===== config.mk =====
export PLATFORM = sky130hd
export DESIGN_NAME = rolling_token_session_guard_top
export DESIGN_NICKNAME = d
export VERILOG_FILES = /design/src/rtsg_pkg.sv /design/src/rolling_token_session_guard_top.sv /design/src/rtsg_front.sv /design/src/rtsg_queue.sv /design/src/rtsg_back.sv
export SDC_FILE = /design/constraint.sdc
export NUM_CORES = 2
export LEC_CHECK = 0
export BUFFER_PORTS_ARGS = -buffer_cell sky130_fd_sc_hd__buf_2
export CORE_MARGIN = 2
export CORE_UTILIZATION = 50
export DETAILED_ROUTE_END_ITERATION = 16
export PLACE_DENSITY = 0.66
export SLEW_MARGIN = 20
export SYNTH_ARGS = -nofsm -noshare
export SYNTH_HDL_FRONTEND = slang
export SYNTH_HIERARCHICAL = 1
export SYNTH_SLANG_ARGS = --single-unit

===== constraint.sdc =====
create_clock -name clock -period 33.8 [get_ports clock]
set_input_delay 1.69 -clock clock [delete_from_list [all_inputs] [get_ports clock]]
set_output_delay 1.69 -clock clock [all_outputs]
set_load 0.01 [all_outputs]

===== src/rtsg_pkg.sv =====
// ----------------------------------------------------------------------------
// Rolling token session guard package
// Shared types and codes for the top, front and back of the session guard.
// ----------------------------------------------------------------------------
`default_nettype none

package rtsg_pkg;

   // Request mode codes as they arrive on the request channel.
   localparam logic [2:0] MODE_PAIR      = 3'd0;
   localparam logic [2:0] MODE_CLAIM     = 3'd1;
   localparam logic [2:0] MODE_VALIDATE  = 3'd2;
   localparam logic [2:0] MODE_HEARTBEAT = 3'd3;
   localparam logic [2:0] MODE_CLOSE     = 3'd4;
   localparam logic [2:0] MODE_TICK      = 3'd5;

   // Configuration register indexes.
   localparam logic [1:0] CSR_PAIRING_TTL = 2'd0;
   localparam logic [1:0] CSR_SESSION_TTL = 2'd1;
   localparam logic [1:0] CSR_PREV_GRACE  = 2'd2;

   localparam logic [31:0] PAIRING_TTL_RESET = 32'd300000;
   localparam logic [31:0] SESSION_TTL_RESET = 32'd600000;
   localparam logic [31:0] PREV_GRACE_RESET  = 32'd30000;

   typedef enum logic [2:0] {
      OP_PAIR,
      OP_CLAIM,
      OP_VALIDATE,
      OP_HEARTBEAT,
      OP_CLOSE,
      OP_TICK,
      OP_NONE
   } op_type;

   typedef enum logic [1:0] {
      PH_IDLE    = 2'd0,
      PH_WAIT    = 2'd1,
      PH_ACTIVE  = 2'd2,
      PH_EXPIRED = 2'd3
   } phase_type;

   // Classified request, as it travels from the front to the back.
   typedef struct packed {
      op_type      op;
      logic [31:0] now_ms;
      logic        present;
      logic [31:0] pair_dl;
      logic [31:0] sess_dl;
      logic [31:0] prev_dl;
   } cmd_type;

endpackage

`default_nettype wire


===== src/rolling_token_session_guard_top.sv =====
// ----------------------------------------------------------------------------
// Rolling token session guard
// Pairing, claim and rolling bearer token checks for one session.
// ----------------------------------------------------------------------------
// Usage:
// A request word enters on req_* when req_valid is high and req_stall is low.
// Each request word yields exactly one response word on rsp_*, taken when
// rsp_valid is high and rsp_stall is low; responses keep request order.
// The front end decodes the mode and adds the TTL registers to req_now_ms,
// a two-entry queue follows, and the back end updates the session state
// and loads the response register in the same cycle.
// Between request accept and response accept lie a queue slot and the response register.
// Throughput is one word per cycle while rsp_stall stays low and words arrive;
// the queue and response register let both sides stall freely.
// When rsp_stall holds, the response register holds its word, the queue fills
// and req_stall rises once both queue entries are occupied.
// Reset clears the phase to idle, drops all tokens and deadlines, empties the
// queue and loads the TTL registers with 300000, 600000 and 30000 ms.
// The csr_* port writes a TTL register; write only when idle.
// ----------------------------------------------------------------------------
`default_nettype none

module rolling_token_session_guard_top
   import rtsg_pkg::*;
#(
   parameter int TOKEN_BITS = 64
) (
   input  wire logic                  clock,
   input  wire logic                  reset,
   input  wire logic                  csr_wr_en,
   input  wire logic [1:0]            csr_index,
   input  wire logic [31:0]           csr_wdata,
   input  wire logic                  req_valid,
   output logic                       req_stall,
   input  wire logic [2:0]            req_mode,
   input  wire logic [31:0]           req_now_ms,
   input  wire logic [TOKEN_BITS-1:0] req_bearer_token,
   input  wire logic                  req_bearer_present,
   input  wire logic [TOKEN_BITS-1:0] req_fresh_token_a,
   input  wire logic [TOKEN_BITS-1:0] req_fresh_token_b,
   output logic                       rsp_valid,
   input  wire logic                  rsp_stall,
   output logic                       rsp_accepted,
   output logic [TOKEN_BITS-1:0]      rsp_token_out,
   output logic                       rsp_token_out_present,
   output logic [1:0]                 rsp_phase,
   output logic                       rsp_pairing_open
);

   // Queue entry: the classified command followed by the three tokens.
   localparam int CMD_BITS   = $bits(cmd_type);
   localparam int ENTRY_BITS = CMD_BITS + 3 * TOKEN_BITS;

   cmd_type               front_cmd;
   cmd_type               back_cmd;
   logic [ENTRY_BITS-1:0] q_wdata;
   logic [ENTRY_BITS-1:0] q_rdata;
   logic                  q_full;
   logic                  q_valid;
   logic                  q_pop;
   logic                  q_push;
   logic [TOKEN_BITS-1:0] q_bearer;
   logic [TOKEN_BITS-1:0] q_fresh_a;
   logic [TOKEN_BITS-1:0] q_fresh_b;

   rtsg_front u_front (
      .clock              (clock),
      .reset              (reset),
      .csr_wr_en          (csr_wr_en),
      .csr_index          (csr_index),
      .csr_wdata          (csr_wdata),
      .req_mode           (req_mode),
      .req_now_ms         (req_now_ms),
      .req_bearer_present (req_bearer_present),
      .cmd                (front_cmd)
   );

   // The queue takes a word whenever it has room, independent of the back end.
   assign req_stall = q_full;
   assign q_push    = req_valid && !q_full;
   assign q_wdata   = {front_cmd, req_bearer_token, req_fresh_token_a, req_fresh_token_b};

   rtsg_queue #(
      .DATA_BITS (ENTRY_BITS)
   ) u_queue (
      .clock (clock),
      .reset (reset),
      .push  (q_push),
      .wdata (q_wdata),
      .full  (q_full),
      .pop   (q_pop),
      .valid (q_valid),
      .rdata (q_rdata)
   );

   assign back_cmd  = cmd_type'(q_rdata[ENTRY_BITS-1 -: CMD_BITS]);
   assign q_bearer  = q_rdata[3*TOKEN_BITS-1 -: TOKEN_BITS];
   assign q_fresh_a = q_rdata[2*TOKEN_BITS-1 -: TOKEN_BITS];
   assign q_fresh_b = q_rdata[TOKEN_BITS-1:0];

   rtsg_back #(
      .TOKEN_BITS (TOKEN_BITS)
   ) u_back (
      .clock                 (clock),
      .reset                 (reset),
      .q_valid               (q_valid),
      .cmd                   (back_cmd),
      .bearer                (q_bearer),
      .fresh_a               (q_fresh_a),
      .fresh_b               (q_fresh_b),
      .q_pop                 (q_pop),
      .rsp_valid             (rsp_valid),
      .rsp_stall             (rsp_stall),
      .rsp_accepted          (rsp_accepted),
      .rsp_token_out         (rsp_token_out),
      .rsp_token_out_present (rsp_token_out_present),
      .rsp_phase             (rsp_phase),
      .rsp_pairing_open      (rsp_pairing_open)
   );

endmodule

`default_nettype wire


===== src/rtsg_front.sv =====
// ----------------------------------------------------------------------------
// Session guard front end
// Holds the TTL registers, decodes the request mode and precomputes deadlines.
// ----------------------------------------------------------------------------
`default_nettype none

module rtsg_front
   import rtsg_pkg::*;
(
   input  wire logic        clock,
   input  wire logic        reset,
   input  wire logic        csr_wr_en,
   input  wire logic [1:0]  csr_index,
   input  wire logic [31:0] csr_wdata,
   input  wire logic [2:0]  req_mode,
   input  wire logic [31:0] req_now_ms,
   input  wire logic        req_bearer_present,
   output cmd_type          cmd
);

   logic [31:0] pairing_ttl_ff;
   logic [31:0] session_ttl_ff;
   logic [31:0] prev_grace_ff;

   always_ff @(posedge clock) begin
      if (reset) begin
         pairing_ttl_ff <= PAIRING_TTL_RESET;
         session_ttl_ff <= SESSION_TTL_RESET;
         prev_grace_ff  <= PREV_GRACE_RESET;
      end else if (csr_wr_en) begin
         unique case (csr_index)
            CSR_PAIRING_TTL: pairing_ttl_ff <= csr_wdata;
            CSR_SESSION_TTL: session_ttl_ff <= csr_wdata;
            CSR_PREV_GRACE:  prev_grace_ff  <= csr_wdata;
            default: ;
         endcase
      end
   end

   always_comb begin
      unique case (req_mode)
         MODE_PAIR:      cmd.op = OP_PAIR;
         MODE_CLAIM:     cmd.op = OP_CLAIM;
         MODE_VALIDATE:  cmd.op = OP_VALIDATE;
         MODE_HEARTBEAT: cmd.op = OP_HEARTBEAT;
         MODE_CLOSE:     cmd.op = OP_CLOSE;
         MODE_TICK:      cmd.op = OP_TICK;
         default:        cmd.op = OP_NONE;
      endcase
      cmd.now_ms  = req_now_ms;
      cmd.present = req_bearer_present;
      // Deadlines wrap modulo 2^32.
      cmd.pair_dl = req_now_ms + pairing_ttl_ff;
      cmd.sess_dl = req_now_ms + session_ttl_ff;
      cmd.prev_dl = req_now_ms + prev_grace_ff;
   end

endmodule

`default_nettype wire


===== src/rtsg_queue.sv =====
// ----------------------------------------------------------------------------
// Session guard command queue
// Two-entry FIFO between the front end and the back end.
// ----------------------------------------------------------------------------
`default_nettype none

module rtsg_queue #(
   parameter int DATA_BITS = 8
) (
   input  wire logic                 clock,
   input  wire logic                 reset,
   input  wire logic                 push,
   input  wire logic [DATA_BITS-1:0] wdata,
   output logic                      full,
   input  wire logic                 pop,
   output logic                      valid,
   output logic [DATA_BITS-1:0]      rdata
);

   logic [DATA_BITS-1:0] slot_ff [2];
   logic                 wr_ptr_ff, wr_ptr_in;
   logic                 rd_ptr_ff, rd_ptr_in;
   logic [1:0]           count_ff, count_in;

   assign full  = (count_ff == 2'd2);
   assign valid = (count_ff != 2'd0);
   assign rdata = slot_ff[rd_ptr_ff];

   always_comb begin
      wr_ptr_in = push ? ~wr_ptr_ff : wr_ptr_ff;
      rd_ptr_in = pop  ? ~rd_ptr_ff : rd_ptr_ff;
      count_in  = count_ff + {1'b0, push} - {1'b0, pop};
   end

   always_ff @(posedge clock) begin
      if (reset) begin
         wr_ptr_ff <= 1'b0;
         rd_ptr_ff <= 1'b0;
         count_ff  <= 2'd0;
      end else begin
         wr_ptr_ff <= wr_ptr_in;
         rd_ptr_ff <= rd_ptr_in;
         count_ff  <= count_in;
      end
   end

   always_ff @(posedge clock) begin
      if (push) begin
         slot_ff[wr_ptr_ff] <= wdata;
      end
   end

endmodule

`default_nettype wire


===== src/rtsg_back.sv =====
// ----------------------------------------------------------------------------
// Session guard back end
// Holds the session state, executes one command per cycle unless the response stalls, registers results.
// ----------------------------------------------------------------------------
`default_nettype none

module rtsg_back
   import rtsg_pkg::*;
#(
   parameter int TOKEN_BITS = 64
) (
   input  wire logic                  clock,
   input  wire logic                  reset,
   input  wire logic                  q_valid,
   input  wire cmd_type               cmd,
   input  wire logic [TOKEN_BITS-1:0] bearer,
   input  wire logic [TOKEN_BITS-1:0] fresh_a,
   input  wire logic [TOKEN_BITS-1:0] fresh_b,
   output logic                       q_pop,
   output logic                       rsp_valid,
   input  wire logic                  rsp_stall,
   output logic                       rsp_accepted,
   output logic [TOKEN_BITS-1:0]      rsp_token_out,
   output logic                       rsp_token_out_present,
   output logic [1:0]                 rsp_phase,
   output logic                       rsp_pairing_open
);

   phase_type             phase_ff, phase_in;
   logic [TOKEN_BITS-1:0] pair_tok_ff, pair_tok_in;
   logic [TOKEN_BITS-1:0] sess_tok_ff, sess_tok_in;
   logic [TOKEN_BITS-1:0] next_tok_ff, next_tok_in;
   logic [TOKEN_BITS-1:0] prev_tok_ff, prev_tok_in;
   logic                  pair_vld_ff, pair_vld_in;
   logic                  sess_vld_ff, sess_vld_in;
   logic                  next_vld_ff, next_vld_in;
   logic                  prev_vld_ff, prev_vld_in;
   logic [31:0]           pair_dl_ff, pair_dl_in;
   logic [31:0]           sess_dl_ff, sess_dl_in;
   logic [31:0]           prev_dl_ff, prev_dl_in;

   logic                  rsp_valid_ff, rsp_valid_in;
   logic                  acc_ff, acc_in;
   logic [TOKEN_BITS-1:0] tok_ff, tok_in;
   logic                  tp_ff, tp_in;
   logic                  open_ff, open_in;

   logic bearer_ok;
   logic sess_hit;
   logic next_hit;
   logic prev_hit;

   assign q_pop = q_valid && (!rsp_valid_ff || !rsp_stall);

   always_comb begin
      sess_hit  = sess_vld_ff && (bearer == sess_tok_ff);
      next_hit  = next_vld_ff && (bearer == next_tok_ff);
      prev_hit  = prev_vld_ff && (bearer == prev_tok_ff) && (cmd.now_ms <= prev_dl_ff);
      bearer_ok = (phase_ff == PH_ACTIVE) && (cmd.now_ms <= sess_dl_ff) && cmd.present
                  && (sess_hit || next_hit || prev_hit);
   end

   always_comb begin
      phase_in    = phase_ff;
      pair_tok_in = pair_tok_ff;
      sess_tok_in = sess_tok_ff;
      next_tok_in = next_tok_ff;
      prev_tok_in = prev_tok_ff;
      pair_vld_in = pair_vld_ff;
      sess_vld_in = sess_vld_ff;
      next_vld_in = next_vld_ff;
      prev_vld_in = prev_vld_ff;
      pair_dl_in  = pair_dl_ff;
      sess_dl_in  = sess_dl_ff;
      prev_dl_in  = prev_dl_ff;
      acc_in      = 1'b0;
      tp_in       = 1'b0;
      tok_in      = '0;

      case (cmd.op)
         OP_PAIR: begin
            pair_tok_in = fresh_a;
            pair_vld_in = 1'b1;
            pair_dl_in  = cmd.pair_dl;
            sess_vld_in = 1'b0;
            next_vld_in = 1'b0;
            prev_vld_in = 1'b0;
            sess_dl_in  = '0;
            prev_dl_in  = '0;
            phase_in    = PH_WAIT;
            acc_in      = 1'b1;
            tp_in       = 1'b1;
            tok_in      = fresh_a;
         end
         OP_CLAIM: begin
            if (pair_vld_ff && cmd.present && (bearer == pair_tok_ff)) begin
               // A matching pairing token is consumed whether or not it expired.
               pair_vld_in = 1'b0;
               if (cmd.now_ms <= pair_dl_ff) begin
                  sess_tok_in = fresh_a;
                  sess_vld_in = 1'b1;
                  next_tok_in = fresh_b;
                  next_vld_in = 1'b1;
                  prev_vld_in = 1'b0;
                  prev_dl_in  = '0;
                  sess_dl_in  = cmd.sess_dl;
                  phase_in    = PH_ACTIVE;
                  acc_in      = 1'b1;
                  tp_in       = 1'b1;
                  tok_in      = fresh_a;
               end
            end
         end
         OP_VALIDATE: begin
            acc_in = bearer_ok;
         end
         OP_HEARTBEAT: begin
            if (bearer_ok) begin
               prev_tok_in = next_tok_ff;
               prev_vld_in = next_vld_ff;
               prev_dl_in  = cmd.prev_dl;
               if (sess_hit) begin
                  sess_tok_in = next_tok_ff;
                  sess_vld_in = next_vld_ff;
               end
               next_tok_in = fresh_a;
               next_vld_in = 1'b1;
               sess_dl_in  = cmd.sess_dl;
               acc_in      = 1'b1;
               tp_in       = 1'b1;
               tok_in      = fresh_a;
            end
         end
         OP_CLOSE: begin
            if (bearer_ok) begin
               phase_in    = PH_EXPIRED;
               sess_vld_in = 1'b0;
               next_vld_in = 1'b0;
               prev_vld_in = 1'b0;
               sess_dl_in  = '0;
               prev_dl_in  = '0;
               acc_in      = 1'b1;
            end
         end
         OP_TICK: begin
            if ((phase_ff == PH_ACTIVE) && (cmd.now_ms > sess_dl_ff)) begin
               phase_in    = PH_EXPIRED;
               sess_vld_in = 1'b0;
               next_vld_in = 1'b0;
            end
            if (prev_vld_ff && (cmd.now_ms > prev_dl_ff)) begin
               prev_vld_in = 1'b0;
            end
            acc_in = 1'b1;
         end
         default: ;
      endcase

      open_in = (phase_in == PH_WAIT) && pair_vld_in && (cmd.now_ms <= pair_dl_in);
      rsp_valid_in = q_pop || (rsp_valid_ff && rsp_stall);
   end

   always_ff @(posedge clock) begin
      if (reset) begin
         phase_ff     <= PH_IDLE;
         pair_vld_ff  <= 1'b0;
         sess_vld_ff  <= 1'b0;
         next_vld_ff  <= 1'b0;
         prev_vld_ff  <= 1'b0;
         pair_dl_ff   <= '0;
         sess_dl_ff   <= '0;
         prev_dl_ff   <= '0;
         rsp_valid_ff <= 1'b0;
      end else begin
         rsp_valid_ff <= rsp_valid_in;
         if (q_pop) begin
            phase_ff    <= phase_in;
            pair_vld_ff <= pair_vld_in;
            sess_vld_ff <= sess_vld_in;
            next_vld_ff <= next_vld_in;
            prev_vld_ff <= prev_vld_in;
            pair_dl_ff  <= pair_dl_in;
            sess_dl_ff  <= sess_dl_in;
            prev_dl_ff  <= prev_dl_in;
         end
      end
   end

   always_ff @(posedge clock) begin
      if (q_pop) begin
         pair_tok_ff <= pair_tok_in;
         sess_tok_ff <= sess_tok_in;
         next_tok_ff <= next_tok_in;
         prev_tok_ff <= prev_tok_in;
         acc_ff      <= acc_in;
         tok_ff      <= tok_in;
         tp_ff       <= tp_in;
         open_ff     <= open_in;
      end
   end

   assign rsp_valid             = rsp_valid_ff;
   assign rsp_accepted          = acc_ff;
   assign rsp_token_out         = tok_ff;
   assign rsp_token_out_present = tp_ff;
   assign rsp_phase             = phase_ff;
   assign rsp_pairing_open      = open_ff;

   // An open pairing window is only ever reported in the waiting phase.
   a_open_in_wait: assert property (@(posedge clock) disable iff (reset)
      rsp_valid_ff && open_ff |-> phase_ff == PH_WAIT)
      else $error("pairing_open reported outside the waiting phase");

   // A word without a token carries a zero token field.
   a_no_token_zero: assert property (@(posedge clock) disable iff (reset)
      rsp_valid_ff && !tp_ff |-> tok_ff == '0)
      else $error("token_out nonzero while token_out_present is low");

   // An active session always holds a next token.
   a_active_has_next: assert property (@(posedge clock) disable iff (reset)
      phase_ff == PH_ACTIVE |-> next_vld_ff)
      else $error("active phase without a valid next token");

   // An unknown mode is never accepted.
   a_none_rejected: assert property (@(posedge clock) disable iff (reset)
      q_pop && cmd.op == OP_NONE |=> !acc_ff)
      else $error("unknown mode reported as accepted");

endmodule

`default_nettype wire

==> metrics.cfg <==
[clock_tree]
cts_resized = 0
numCtsBuffers = 121
post-cts-setup-buffers = 0
cts_tree = done
h-tree-depth = 3
cts-root-buf = clkbuf_16
cts_max_path_buffers = 3
cts_hold_buf = 0
clk_pin_slew_ns = 0.06
clk_latency_ns = 0.72
cts.sinks = 1175

[worst_setup_path]
worstRegToRegCells = 11
critPathMaxFanout = 123
endpoint_kind = register
r2r-end = u_back/sess_tok_ff[34]
start_kind = register
critPathKind = register to register
cp.arrival_ns = 6.32
required_ns = 34.13
reg2reg_setup_slack_ns = 27.81

[finish]
nets = 4874
final_cell_mix = edfxtp_1, mux2_2, nand2_1
final_common_cell = edfxtp_1
design_area_sq_mm = 0.0614
nFillCells = 8868
area_delta_synth_final_pct = 12.4
drive_gt1_share_pct = 23.2

[placement]
numPortBuffers = 337
placed_area_sq_mm = 0.0573
hpwl_um = 114000
post-place-ws_ns = 27.82
place_congestion = 0.983

[synth]
ys_ff_latch = 1175
yosys.area.top_type = edfxtp_1
yosysWarnings = 6
synth-compound-area-share_pct = 7.51
netlist_top_cells_area = edfxtp_1, mux2_2, dfxtp_1, ha_1, xnor2_1
async_reset_ff_share_pct = 0
netlist_area_sq_mm = 0.0546
synth_top_flop_cell = edfxtp_1
synth_edf_count = 971
postSynthCellCount = 4070
yosysTopAreaCellShare_pct = 53.4
synthMuxAreaShare_pct = 9.76
synthAdderAreaFrac_pct = 5.22
syn_nets = 4563
avgSynthCellArea_sq_um = 13.4
synth_xor_area_share_pct = 4.56
synth_top_family_by_area = multiplexers
ys_types = 91
seq_area_frac_synth_pct = 60.8
synth_simple_gate_area_share_pct = 9.01

[sta]
fin_skew_ns = 0.0249
max_freq_mhz = 167
finalWorstSetupSlack_ns = 27.81
hold_viol = 0
worst_pin_slew_ns = 1.15
holdWs_ns = 0.459
setup_viol = 0
min_period_ns = 5.99
slew_viol_final = 0
setup_tns_ns = 0
grt_setup_unrepaired = no
maxSlewHeadroom_pct = 23.2
finalCritPeriodShare_pct = 17.7

[floorplanning]
ios = 338
die_h_um = 335
coreArea_sq_mm = 0.109
initial_core_util_pct = 50.3
die_w_um = 335
dieArea_sq_mm = 0.112
std_cell_rows = 121

[global_routing]
overflow = 0
grt.total_usage_pct = 27.2
grt_max_degree = 155
antenna_found_initial = 13
grt_pass1_wl_um = 223000
grt_pass1_vias = 33700

[flow_run]
cap_violations = 0

[power_and_ir_drop]
power.share.sequential_pct = 42.9
switchingPower_mw = 1.40
internal_power_mw = 3.07
p_per_area_mw_per_mm2 = 72.7
ir_drop_v = 0.0000474
p_clk_share_pct = 30.3
p_leak_nw = 22.0
switching_share_pct = 31.3
share_comb_of_total_power_pct = 26.8

[outcome]
status = completed

[detailed_routing]
viasPerCell = 5.76
drtIter0Drc = 2609
wl_per_cell_um = 26.1
drcViolationCount = 0
routed_wl_um = 154000
drtAntennaViolNets = 0
vias = 34000
drt_pass1_iterations = 5

[min_path]
hp-class = register to register
min_to = u_front/session_ttl_ff[12]
whs_path_depth = 2
hp-start = u_front/session_ttl_ff[12]

## through the flow
stage	utilization, %	power [mW]	cells
floorplan	-	2.77	4070
global placement	52.7	3.13	5672
detailed placement	52.7	3.14	5672
CTS	56.5	4.49	5897
global route	56.5	4.64	5900
finish	56.5	4.47	5906
## Yosys cell counts, types with 73 or more instances
| cell | instances |
|---|---|
| edfxtp_1 | 971 |
| mux2_2 | 446 |
| nand2_1 | 360 |
| a21oi_1 | 243 |
| ha_1 | 223 |
| dfxtp_1 | 204 |
| xnor2_1 | 164 |
| inv_1 | 158 |
| xor2_1 | 118 |
| clkbuf_1 | 91 |
| nand4_1 | 84 |
| o21ai_0 | 77 |
| nor2_1 | 75 |
| and2_1 | 73 |
## layer usage
metal  GRT usage [%]  share of wire [%]  routed length, um  vias to the layer above
li1                -                  -                  -                    15800
met1            35.2                 42              64300                    17000
met2            47.3                 50              76900                      968
met3            3.71                4.9               7570                      243
met4            8.75                3.5               5470                        6
met5               0              0.023                 36                        -
## worst max path at each step
stage / start / endpoint / depth (start not counted)
floorplan: req_valid / u_queue/slot_ff[0][0] / 2
global placement: register / u_back/sess_tok_ff[40] / 12
detailed placement: register / u_back/sess_tok_ff[40] / 12
CTS: register / u_back/sess_tok_ff[34] / 12
global route: register / u_back/sess_tok_ff[34] / 12
finish: register / u_back/sess_tok_ff[34] / 11
## power groups by stage
stage	registers, mW	logic, mW	clock network, mW
2_1_floorplan	1.99	0.778	0
3_3_place_gp	1.94	1.19	0
3_5_place_dp	1.94	1.19	0
4_1_cts	1.91	1.20	1.38
5_1_grt	1.93	1.28	1.43
6_report	1.91	1.20	1.35
## critical path: stages, from the launching register on
cell,delay [ns]
dfxtp_4,0.71
buf_12,0.45
mux2_2,0.55
xnor2_1,0.52
nand4_1,0.44
nor4_1,0.29
nand3_1,0.10
nor3_1,0.54
a21boi_0,0.25
nand2b_1,0.34
nor4_2,0.21
buf_4,0.83
## state kept, by name (all words and copies together), names as in the netlist, 32 cells and up, named ones only
signal	flops
u_front/pairing_ttl_ff	32
u_back/sess_tok_ff	64
u_back/pair_tok_ff	64
u_back/rsp_token_out	64
u_queue/slot_ff	648
u_front/prev_grace_ff	32
u_back/next_tok_ff	64
u_back/prev_dl_ff	32
u_back/sess_dl_ff	32
u_front/session_ttl_ff	32
u_back/pair_dl_ff	32
u_back/prev_tok_ff	64
## logic make-up after synthesis
family | after synthesis
fa+ha+maj | 226
simple gates | 955
compound gates | 617
xor+xnor | 283
mux | 477
flops | 1175
buf+inv | 337
## final cells by class
cell class / count / area (sq um) / area share, %
Sequential cell: 1175 / 33200 / 54.1
Inverter: 158 / 598 / 0.974
Clock inverter: 77 / 769 / 1.25
Tap cell: 1414 / 1770 / 2.88
Antenna cell: 9 / 22.5 / 0.0367
Multi-Input combinational cell: 2558 / 19800 / 32.2
Timing Repair Buffer: 367 / 1960 / 3.20
Clock buffer: 148 / 3280 / 5.33
No activity file was read; power rests on OpenSTA's default activity.
